--- src/rtl/phca_pkg.sv ---
package phca_pkg;

	localparam int COORD_W = 32;
	localparam int DIFF_W = COORD_W + 2;
	localparam int PROD_W = 2 * DIFF_W;
	localparam int CROSS_W = PROD_W + 1;
	localparam int RAD_W = 2 * COORD_W + 2;
	localparam int ROOT_W = RAD_W / 2;
	localparam int REM_W = ROOT_W + 2;
	localparam int CORDIC_ITERATIONS = 16;
	localparam int ITER_W = $clog2(CORDIC_ITERATIONS + 1);
	localparam int ROOT_CNT_W = $clog2(ROOT_W + 1);
	localparam int CNT_W = (ITER_W > ROOT_CNT_W) ? ITER_W : ROOT_CNT_W;
	localparam int ATAN_IDX_W = 5;
	localparam int NORM_TOP = 57;
	localparam int CV_W = NORM_TOP + 4;
	localparam int ANG_W = 34;
	localparam int HEAD_W = 16;
	localparam int HEAD_SHIFT = 16;
	localparam int CURV_W = 63;
	localparam int LEN_W = 48;
	localparam int QUEUE_DEPTH = 4;
	localparam int QPTR_W = $clog2(QUEUE_DEPTH);

	localparam logic signed [ANG_W-1:0] ANG_QUARTER = ANG_W'(1 << 30);
	localparam logic signed [ANG_W-1:0] ANG_ROUND = ANG_W'(32768);

	typedef struct packed {
		logic signed [COORD_W-1:0] point_x_in;
		logic signed [COORD_W-1:0] point_y_in;
		logic path_end;
	} pt_in_t;

	typedef struct packed {
		logic signed [COORD_W-1:0] point_x_out;
		logic signed [COORD_W-1:0] point_y_out;
		logic signed [HEAD_W-1:0] heading;
		logic [CURV_W-1:0] curvature_term;
		logic [LEN_W-1:0] arc_length;
		logic too_short;
		logic last_result;
	} res_t;

	typedef enum logic [1:0] {
		SEG_NONE,
		SEG_SET,
		SEG_ADD
	} seg_op_t;

	typedef struct packed {
		logic emit;
		logic too_short;
		logic last;
		logic arc_zero;
		seg_op_t seg_op;
		logic signed [COORD_W-1:0] px;
		logic signed [COORD_W-1:0] py;
		logic signed [DIFF_W-1:0] d1x;
		logic signed [DIFF_W-1:0] d1y;
		logic signed [DIFF_W-1:0] d2x;
		logic signed [DIFF_W-1:0] d2y;
		logic signed [DIFF_W-1:0] sdx;
		logic signed [DIFF_W-1:0] sdy;
	} job_t;

	typedef struct packed {
		logic full;
		logic empty;
	} q_stat_t;

	typedef enum logic [3:0] {
		B_IDLE,
		B_SQX,
		B_SQY,
		B_SQS,
		B_SQRT,
		B_LEN,
		B_CP,
		B_CQ,
		B_CS,
		B_NORM,
		B_ROT,
		B_OUT
	} back_st_t;

	function automatic logic signed [DIFF_W-1:0] sx(input logic signed [COORD_W-1:0] v);
		sx = {{(DIFF_W - COORD_W){v[COORD_W-1]}}, v};
	endfunction

	// atan(2^-i) in units of 2^-32 turn
	function automatic logic [31:0] atan_unit(input logic [ATAN_IDX_W-1:0] i);
		case (i)
			5'd0: atan_unit = 32'd536870912;
			5'd1: atan_unit = 32'd316933406;
			5'd2: atan_unit = 32'd167458907;
			5'd3: atan_unit = 32'd85004756;
			5'd4: atan_unit = 32'd42667331;
			5'd5: atan_unit = 32'd21354465;
			5'd6: atan_unit = 32'd10679838;
			5'd7: atan_unit = 32'd5340245;
			5'd8: atan_unit = 32'd2670163;
			5'd9: atan_unit = 32'd1335087;
			5'd10: atan_unit = 32'd667544;
			5'd11: atan_unit = 32'd333772;
			5'd12: atan_unit = 32'd166886;
			5'd13: atan_unit = 32'd83443;
			5'd14: atan_unit = 32'd41722;
			5'd15: atan_unit = 32'd20861;
			5'd16: atan_unit = 32'd10430;
			5'd17: atan_unit = 32'd5215;
			5'd18: atan_unit = 32'd2608;
			5'd19: atan_unit = 32'd1304;
			5'd20: atan_unit = 32'd652;
			5'd21: atan_unit = 32'd326;
			5'd22: atan_unit = 32'd163;
			5'd23: atan_unit = 32'd81;
			5'd24: atan_unit = 32'd41;
			5'd25: atan_unit = 32'd20;
			5'd26: atan_unit = 32'd10;
			5'd27: atan_unit = 32'd5;
			5'd28: atan_unit = 32'd3;
			5'd29: atan_unit = 32'd1;
			5'd30: atan_unit = 32'd1;
			default: atan_unit = 32'd0;
		endcase
	endfunction

endpackage

--- src/rtl/phca_front.sv ---
module phca_front import phca_pkg::*; (
	input logic clk,
	input logic arst_n,
	input logic point_valid,
	output logic point_stall,
	input pt_in_t point,
	output logic push,
	output job_t push_job,
	input q_stat_t q_stat
);

	localparam int P_SHORT = 0;
	localparam int P_SET = 1;
	localparam int P_A = 2;
	localparam int P_B = 3;
	localparam int P_SEG = 4;
	localparam int P_C = 5;
	localparam int P_W = 6;

	logic [1:0] ps_q;
	logic signed [COORD_W-1:0] wox_q, woy_q, wnx_q, wny_q;
	logic signed [COORD_W-1:0] lox_q, loy_q, lnx_q, lny_q, lcx_q, lcy_q;
	logic [P_W-1:0] pend_q, pend_nx, sel;
	logic accept;
	logic signed [DIFF_W-1:0] d2x, d2y, dcnx, dcny, dnox, dnoy, dcox, dcoy;

	assign point_stall = |pend_q;
	assign accept = point_valid && !point_stall;
	assign sel = pend_q & (~pend_q + 1'b1);
	assign push = (|pend_q) && !q_stat.full;

	always_comb begin
		pend_nx = '0;
		case (ps_q)
			2'd0, 2'd1: begin
				if (point.path_end) begin
					pend_nx[P_SHORT] = 1'b1;
				end else if (ps_q == 2'd1) begin
					pend_nx[P_SET] = 1'b1;
				end
			end
			2'd2: begin
				pend_nx[P_A] = 1'b1;
				pend_nx[P_B] = !point.path_end;
				pend_nx[P_SEG] = !point.path_end;
				pend_nx[P_C] = point.path_end;
			end
			default: begin
				pend_nx[P_B] = 1'b1;
				pend_nx[P_SEG] = !point.path_end;
				pend_nx[P_C] = point.path_end;
			end
		endcase
	end

	always_ff @(posedge clk) begin
		if (accept) begin
			lox_q <= wox_q;
			loy_q <= woy_q;
			lnx_q <= wnx_q;
			lny_q <= wny_q;
			lcx_q <= point.point_x_in;
			lcy_q <= point.point_y_in;
		end
	end

	always_ff @(posedge clk or negedge arst_n) begin
		if (!arst_n) begin
			ps_q <= '0;
			wox_q <= '0;
			woy_q <= '0;
			wnx_q <= '0;
			wny_q <= '0;
			pend_q <= '0;
		end else if (accept) begin
			pend_q <= pend_nx;
			if (point.path_end) begin
				ps_q <= '0;
				wox_q <= '0;
				woy_q <= '0;
				wnx_q <= '0;
				wny_q <= '0;
			end else begin
				wox_q <= wnx_q;
				woy_q <= wny_q;
				wnx_q <= point.point_x_in;
				wny_q <= point.point_y_in;
				if (ps_q != 2'd3) begin
					ps_q <= ps_q + 2'd1;
				end
			end
		end else if (push) begin
			pend_q <= pend_q & ~sel;
		end
	end

	assign d2x = sx(lcx_q) - (sx(lnx_q) <<< 1) + sx(lox_q);
	assign d2y = sx(lcy_q) - (sx(lny_q) <<< 1) + sx(loy_q);
	assign dcnx = sx(lcx_q) - sx(lnx_q);
	assign dcny = sx(lcy_q) - sx(lny_q);
	assign dnox = sx(lnx_q) - sx(lox_q);
	assign dnoy = sx(lny_q) - sx(loy_q);
	assign dcox = sx(lcx_q) - sx(lox_q);
	assign dcoy = sx(lcy_q) - sx(loy_q);

	always_comb begin
		push_job = '0;
		push_job.seg_op = SEG_NONE;
		push_job.d2x = d2x;
		push_job.d2y = d2y;
		push_job.sdx = dcnx;
		push_job.sdy = dcny;
		if (sel[P_SHORT]) begin
			push_job = '0;
			push_job.emit = 1'b1;
			push_job.too_short = 1'b1;
			push_job.last = 1'b1;
			push_job.seg_op = SEG_NONE;
		end else if (sel[P_SET]) begin
			push_job.seg_op = SEG_SET;
		end else if (sel[P_A]) begin
			push_job.emit = 1'b1;
			push_job.arc_zero = 1'b1;
			push_job.px = lox_q;
			push_job.py = loy_q;
			push_job.d1x = dnox <<< 1;
			push_job.d1y = dnoy <<< 1;
		end else if (sel[P_B]) begin
			push_job.emit = 1'b1;
			push_job.px = lnx_q;
			push_job.py = lny_q;
			push_job.d1x = dcox;
			push_job.d1y = dcoy;
		end else if (sel[P_SEG]) begin
			push_job.seg_op = SEG_ADD;
		end else begin
			push_job.emit = 1'b1;
			push_job.last = 1'b1;
			push_job.seg_op = SEG_ADD;
			push_job.px = lcx_q;
			push_job.py = lcy_q;
			push_job.d1x = dcnx <<< 1;
			push_job.d1y = dcny <<< 1;
		end
	end

endmodule

--- config.mk ---
export PLATFORM = sky130hd
export DESIGN_NAME = phca_front
export DESIGN_NICKNAME = d
export VERILOG_FILES = /design/src/rtl/phca_pkg.sv /design/src/rtl/phca_front.sv
export SDC_FILE = /design/constraint.sdc
export NUM_CORES = 1
export LEC_CHECK = 0
export ABC_CLOCK_PERIOD_IN_PS = 10160
export BUFFER_PORTS_ARGS = -buffer_cell sky130_fd_sc_hd__buf_2
export CORE_UTILIZATION = 65
export CTS_BUF_LIST = sky130_fd_sc_hd__clkbuf_2 sky130_fd_sc_hd__clkbuf_4 sky130_fd_sc_hd__clkbuf_8
export DETAILED_ROUTE_END_ITERATION = 7
export GPL_ROUTABILITY_DRIVEN = 0
export PLACE_DENSITY = 0.88
export SYNTH_ARGS = -nofsm -noshare
export SYNTH_HDL_FRONTEND = slang
export SYNTH_SLANG_ARGS = --single-unit
--- constraint.sdc ---
create_clock -name clk -period 10.16 [get_ports clk]
set_clock_uncertainty 0.15 [all_clocks]
set_input_delay 1.524 -clock clk [delete_from_list [all_inputs] [get_ports clk]]
set_output_delay 1.524 -clock clk [all_outputs]
set_load 0.1 [all_outputs]
Word level (Yosys, flattened, before mapping):

Index checks and enable logic that the tools add are counted.

* divide/modulo/power cells: 0
* shifts and indexed selects: 0
* add/sub/neg operators: 12
* reductions and logical operators: 11
* muxes and demuxes: 33
* multipliers: 0
* equal/unequal tests: 3
* bitwise operators: 4
* magnitude comparators: 0

Operators by type and width (number)
* two-way mux 132 bit: 4
* two-way mux 136 bit: 2
* subtractor 32 x 32 -> 33 bit: 6
* two-way mux 32 bit: 4
* adder 34 x 32 -> 34 bit: 2
* subtractor 32 x 33 -> 34 bit: 2
* two-way mux 2 bit: 7
* two-way mux 1 bit: 13
* bitwise AND 6 bit: 2
* two-way mux 6 bit: 2
* inverter 6 bit: 2
* adder 6 x 1 -> 6 bit, second input constant: 1
* case mux 3 bit (2 select lines): 1
* OR reduction 6 bit: 1
* nonzero test 2 bit: 2
* logical NOT 1 bit: 3
* adder 2 x 1 -> 2 bit, second input constant: 1
* == test 2 x 1 -> 1 bit, second input constant: 1
* == test 2 bit, second input constant: 1
* logical AND 1 bit: 2
* logical NOT 2 bit: 1
* != test 2 bit, second input constant: 1
* AND reduction 2 bit: 1
* OR reduction 2 bit: 1

* bits in registers: 328
* memory bits (read-only): 0
* RAM bits: 0
* bits in latches: 0
* memories: 0
* word-level logic and storage cells: 75
* input bits: 70
* output and inout bits: 276

Logic depth before layout (Yosys ltp):

Gate-level depths: netlist of the first run.

* depth in word-level cells: 8
* gate-level depth with buffers: 13

Worst setup path after synthesis of the first run:

OpenSTA, ideal clock, no wires.

* path type: reg-to-output
* from: reg lny_q[2]
* to: out push_job[88] (netlist bit)
* arrival time: 5.299 ns
* buffers on the path: 0
* cell stages (with the launch flop): 11
* slack: 3.187 ns
* data required time: 8.486 ns
* cells stage by stage: edfxtp_1 > fa_1 > inv_1 > ha_1 > o21ai_0 > a211oi_1 > o41ai_1 > nand3_1 > o211ai_1 > inv_1 > nor4_1

RTL lines
* start: declaration: line phca_front.sv:22 `logic signed [COORD_W-1:0] lox_q, loy_q, lnx_q, lny_q, lcx_q, lcy_q;`
* start signal: assignment: line phca_front.sv:61 `lny_q <= wny_q;`
* end: declaration: line phca_front.sv:8 `output job_t push_job,`

==> metrics.md, run 1 <==
| Metric | Value |
|---|---|
| Outcome | finished clean |
| Worst setup SP type | flop |
| Post-route ant nets | 0 |
| Number of distinct library cells after synthesis | 86 |
| Fin. Hold Viols | 0 |
| Die ar. | 47400 sq um |
| Max clock buf depth | 3 |
| I/O pins | 346 |
| CP Cell Sequence | fa_1 > inv_1 > ha_1 > o21ai_0 > a211oi_1 > o41ai_1 > nand3_1 > o211ai_1 > a21oi_1 > o31ai_1 > o31ai_1 > mux2_2 > buf_2 |
| Ys async rst share | 41.5% |
| # H-tree levels | 2 |
| DIE HEIGHT | 218 microns |
| CTS tree | built |
| Clk sinks | 328 |
| Gr usage total | 39.0% |
| Buf/Inv on CP | 2 |
| Main flop type after synthesis | edfxtp_1 |
| Fill cells | 3474 |
| Mean area per synthesized cell | between 8 and 9 sq um |
| Synth warnings | 0 |
| Die W | between 200 and 250 microns |
| RSZ-0062 raised after global routing | false |
| Critical Path AT | 5.71 ns |
| Cell area after synthesis | 30200 sq um |
| DR vias | 29600 |
| Worst-Margin Slew | roughly 1.0 ns |
| Max cap viols | 0 |
| Crit. End Element | output port |
| Period minus WS final | 7.38 ns |
| Clk_lat worst skew | 0.65 ns |
| Area delta synth->final | 10.7% |
| Most common cell after layout, fill and taps aside | nand2_1 |
| Pins Over Slew Limit | 0 |
| Wire per inst | 20.7 microns |
| Crit path max-delay family | compound AO/OA/AOI/OAI gates |
| Clock transition at the registers of the reported paths | 0.06 ns |
| Drt total wl | 94.5 mm |
| Fmax | 0.135 GHz |
| Hold/Removal Path Class | reg2reg |
| Fin Setup TNS | 0 ns |
| Site Rows | 78 |
| Storage cell area | 9180 sq um |
| TritonCTS Buffers | between 50 and 60 |
| Crit-path slowest cell | o41ai_1 |
| Synth Register Bits | around 330 |
| Residual DRC | 0 |
| Hold buffer count at CTS | 0 |
| Slew HR | 30.6% |
| Worst path depth | 13 |
| Post-CTS sizing | 0 |
| Core Region | 45700 sq um |
| Most frequent cells in the layout | 432 x nand2_1, 376 x inv_1, 343 x buf_2 |
| Syn_nets | 4053 |
| CP Class | reg2out |
| Hpwl dp | about 70 mm |
| Initial antenna violation count | 12 |
| Min-Delay Path Depth | 0 |
| # setup viols final | 0 |
| First-pass GRT wire length | about 140 mm |
| Seq/Total Area, Yosys | 30.3% |
| Global route overflow | 0 |
| CP dominant cell by count | o31ai_1 |
| Nets | 4308 |
| EDFF count, synth | 192 |
| CP Data Required Time | 8.49 ns |
| Tcrit/Tclk final | 72.6% |
| Initial Utilization | 66.2% |
| Largest net degree at the start of global routing | 135 |
| Setup bufs post-CTS | 0 |
| Mapped Cells | approximately 3700 |
| Multi-input gate area in the final layout | 19000 sq um |
| Vias in the first global route | ~27000 |
| Crit path max fanout | 4 |
| I/O Buffers | roughly 340 |
| Slowest stage delay, CP | 0.60 ns |
| WHS | 0.292 ns |
| Clk root buf | clkbuf_8 |
| R2R depth | 10 |
| Vias per cell | approximately 6.5 |
| Share of cells above drive strength 1 | 13.0% |
| Initial drt markers | roughly 3700 |
| 1st-pass router iterations | 6 |
-- final timing paths --
| check | end | slack, ns | startpoint |
|---|---|---|---|
| min reg2reg | loy_q[3]$_DFFE_PP_ | 0.29 | woy_q[3]$_DFFE_PN0P_ |
| max in group asynchronous | pend_q[3]$_DFFE_PN0P_ | 7.42 | arst_n |
| max reg2reg | ps_q[1]$_DFFE_PN0P_ | 4.78 | pend_q[2]$_DFFE_PN0P_ |
| max | push_job[100] | 2.78 | lny_q[2]$_DFFE_PP_ |
| min | loy_q[3]$_DFFE_PP_ | 0.29 | woy_q[3]$_DFFE_PN0P_ |
| min in group asynchronous | woy_q[8]$_DFFE_PN0P_ | 0.61 | arst_n |
-- cells by family (layout without fill, tap and decap cells) --
| family | count (synthesis) | in the layout | share of synthesized area (%) |
|---|---|---|---|
| AOI/OAI and AO/OA | 1146 | 1146 | 25.0 |
| other | 0 | 11 | 0 |
| and+or+nand+nor | 1095 | 1095 | 16.3 |
| muxes | 16 | 16 | 0.550 |
| xor gates and xnor gates | 189 | 189 | 5.47 |
| DFF | 328 | 328 | 30.3 |
| buffers and inverters | 543 | 843 | 6.79 |
| adders and majority gates | 333 | 333 | 15.5 |
-- cell type report --
class                      instances  share of cell area, %
clock inverter                    17                  0.437
inverter                         381                   4.30
clock buffer                      84                   3.06
timing repair buffer             361                   5.54
sequential                       328                   27.4
multi-input combinational       2779                   56.9
tap                              600                   2.24
antenna                           11                 0.0822
-- sequential cells by signal, summed over array words and instances (netlist names) --
name and count:
lnx_q 32, woy_q 32, ps_q 2, wny_q 32, pend_q 6, wnx_q 32, wox_q 32, loy_q 32
lny_q 32, lcy_q 32, lcx_q 32, lox_q 32
-- cells in the mapped netlist (23+ instances only) --
cell type | instances | area (sq um)
nand2_1 | 434 | 1630
inv_1 | 377 | 1420
nor2_1 | 288 | 1080
o21ai_0 | 274 | 1370
ha_1 | 263 | 3290
a21oi_1 | 235 | 1180
edfxtp_1 | 192 | 5770
a211oi_1 | 173 | 1300
clkbuf_1 | 138 | 518
dfrtp_1 | 136 | 3400
a21o_1 | 127 | 953
nor3_1 | 104 | 521
xor2_1 | 95 | 832
xnor2_1 | 94 | 823
fa_1 | 70 | 1400
nand3_1 | 47 | 235
nand2b_1 | 43 | 269
o21a_1 | 39 | 293
nor2b_1 | 33 | 206
a31oi_1 | 32 | 200
and3_1 | 30 | 188
o211ai_1 | 29 | 218
nand4_1 | 26 | 163
o21bai_1 | 26 | 195
o22ai_1 | 23 | 144
-- layer usage --
metal	GRT usage, %	wire length [microns]	vias to the layer above
li1	-	-	13600
met1	53.7	37300	13700
met2	57.6	40200	2003
met3	8.59	12000	348
met4	19.8	4950	2
met5	0	9	-
-- worst reg2reg max path: cells and delay by family (launching register included) --
kind            cells  cell delay (ns)
simple gates        5             1.58
flops               1             0.93
buf+inv             3             2.29
compound gates      2             0.28
-- metrics by stage --
stage               setup slack, ns  cells  utilization (%)  cell area (sq um)
floorplan                      3.19   3650                -              30200
global placement               3.89   4449             70.7              32300
detailed placement             3.83   4449             70.7              32300
CTS                            3.04   4550             73.2              33400
global route                   2.70   4560             73.3              33500
finish                         2.78   4561             73.3              33500
Power of run 1 is not shown: default switching activity piles up to over one toggle a cycle in this logic, so the estimate is an artifact.
==> run 2: changes to the inputs <==
ABC_CLOCK_PERIOD_IN_PS = 6700   (was 10160)
CORE_UTILIZATION = 56   (was 65)
PLACE_DENSITY = 0.81   (was 0.88)
clock period = 6.7 ns   (was 10.16 ns; I/O delays follow)
==> metrics.md, run 2 (synthesis results as in run 1) <==
| Metric | Value |
|---|---|
| Pins Over Slew Limit | 0 (unchanged) |
| I/O Buffers | 344 (unchanged) |
| Most frequent cells in the layout | 432 x nand2_1, 376 x inv_1, 343 x buf_2 |
| Clk sinks | 328 (unchanged) |
| Area delta synth->final | 11.4% |
| RSZ-0062 raised after global routing | false |
| 1st-pass router iterations | 6 (unchanged) |
| Vias per cell | 6.25 (-3.8%) |
| Buf/Inv on CP | 2 (unchanged) |
| Gr usage total | 33.8% (-5.2 points) |
| Period minus WS final | 6.38 ns |
| Max clock buf depth | 3 (unchanged) |
| Slew HR | 13.9% (-17 points) |
| CTS tree | built |
| Clk_lat worst skew | 0.68 ns (+0.03 ns) |
| Storage cell area | 9180 sq um (unchanged) |
| FF-to-FF End | lcx_q[28]$_DFFE_PP_ |
| # setup viols final | 0 (unchanged) |
| Wire per inst | 20.5 microns (-1.3%) |
| R2R depth | 6 (-4) |
| Fin Setup TNS | 0 ns (unchanged) |
| RR Startpoint | pend_q[3]$_DFFE_PN0P_ |
| CP dominant cell by count | o21ai_0 |
| Fill cells | 4585 (+32%) |
| Fmax | around 0.16 GHz |
| Reg2Reg Setup Slack | 1.35 ns (-3.43 ns) |
| Worst setup SP type | flop |
| Hpwl dp | 71.1 mm (+2.4%) |
| Crit path max-delay family | compound AO/OA/AOI/OAI gates |
| Critical Path AT | 5.22 ns (-0.49 ns) |
| Fin. Hold Viols | 0 (unchanged) |
| Crit-path slowest cell | a211oi_1 |
| Initial drt markers | 3347 (-10%) |
| Crit path max fanout | 5 (+1) |
| CP Class | reg2out |
| Largest net degree at the start of global routing | 221 (+64%) |
| Site Rows | 84 (+7.7%) |
| # H-tree levels | 2 (unchanged) |
| Max cap viols | 0 (unchanged) |
| TritonCTS Buffers | 55 (+1.9%) |
| Die ar. | 54900 sq um (+16%) |
| CP Cell Sequence | fa_1 > inv_1 > ha_1 > o21ai_0 > nor2b_1 > or4_1 > a211oi_1 > o211ai_1 > a21oi_1 > o21ai_0 > nand3b_1 > nor3b_1 > buf_2 |
| Outcome | finished clean |
| Die W | 234 microns (+7.7%) |
| CP Data Required Time | 5.54 ns (-2.95 ns) |
| Share of cells above drive strength 1 | 13.1% (+0.085 points) |
| Hold/Removal Path Class | in2async |
| Core Region | 53000 sq um (+16%) |
| Slowest stage delay, CP | 0.79 ns (+0.19 ns) |
| Hold buffer count at CTS | 0 (unchanged) |
| Residual DRC | 0 (unchanged) |
| Most common cell after layout, fill and taps aside | nand2_1 |
| DR vias | 29000 (-2.0%) |
| Multi-input gate area in the final layout | 19100 sq um (about the same) |
| Clock transition at the registers of the reported paths | 0.06 ns (about the same) |
| Worst-Margin Slew | 1.29 ns (+0.245 ns) |
| Initial antenna violation count | 8 (-4) |
| Global route overflow | 0 (unchanged) |
| Tcrit/Tclk final | 95.2% |
| Clk root buf | clkbuf_8 |
| Nets | 4313 (+0.12%) |
| Crit. End Element | output port |
| Post-route ant nets | 0 (unchanged) |
| DIE HEIGHT | 234 microns (+7.7%) |
| Initial Utilization | 57.1% (-9.1 points) |
| First-pass GRT wire length | 143 mm (-1.0%) |
| Vias in the first global route | 26000 (-3.3%) |
| I/O pins | 346 (unchanged) |
| Drt total wl | 95.2 mm (+0.65%) |
## run 2: cell types whose count changed in the layout (fill, tap and decap cells not counted)
cell,delta
clkinv_4,+1
inv_6,+1
clkinv_1,+2
buf_4,+2
buf_12,+2
clkinv_2,-4
diode_2,-4
o41ai_2,+1
clkbuf_4,-2
clkinvlp_4,-1
clkbuf_8,+4
o41ai_1,-1
## run 2: cell type report
type                       count  area share (%)
antenna                        7          0.0520
clock buffer                  86            3.16
clock inverter                16           0.427
inverter                     381            4.28
multi-input combinational   2779            56.6
sequential                   328            27.3
tap                          688            2.56
timing repair buffer         365            5.67
## run 2: worst max-delay path by stage
| stage | start | to | slack (ns) | depth (start not counted) |
|---|---|---|---|---|
| floorplan | lny_q[2]$_DFFE_PP_ | push_job[88] | 0.25 | 10 |
| global placement | lny_q[2]$_DFFE_PP_ | push_job[100] | 0.89 | 13 |
| detailed placement | lny_q[2]$_DFFE_PP_ | push_job[100] | 0.83 | 13 |
| CTS | lny_q[2]$_DFFE_PP_ | push_job[100] | 0.10 | 13 |
| global route | lny_q[2]$_DFFE_PP_ | push_job[99] | 0.16 | 13 |
| finish | lny_q[2]$_DFFE_PP_ | push_job[99] | 0.32 | 13 |
## run 2: per-stage QoR
stage | instance area, sq um | hold slack (ns) | setup slack [ns] | cells | util (%)
finish | 33700 | 0.257 | 0.321 | 4650 | 63.6
global route | 33700 | 0.289 | 0.158 | 4648 | 63.6
CTS | 33600 | 0.255 | 0.101 | 4642 | 63.5
detailed placement | 32400 | 0.280 | 0.830 | 4540 | 61.2
global placement | 32400 | 0.276 | 0.891 | 4540 | 61.2
floorplan | 30200 | 0.275 | 0.246 | 3650 | -
## run 2: what timing repair did
item / CTS / global route
resized for setup: 0 / 1
endpoints found under the setup margin: 0 / 3
setup buffers: 0 / 1
## run 2: routing by layer
| metal | up-vias | part of all wire, % | GRT usage [%] |
|---|---|---|---|
| met5 | - | 0.028 | 0 |
| met4 | 4 | 4.9 | 15.4 |
| met3 | 277 | 11 | 5.40 |
| met2 | 1618 | 43 | 51.1 |
| met1 | 13600 | 41 | 47.5 |
| li1 | 13600 | - | - |
Power of run 2 is left out for the same reason.
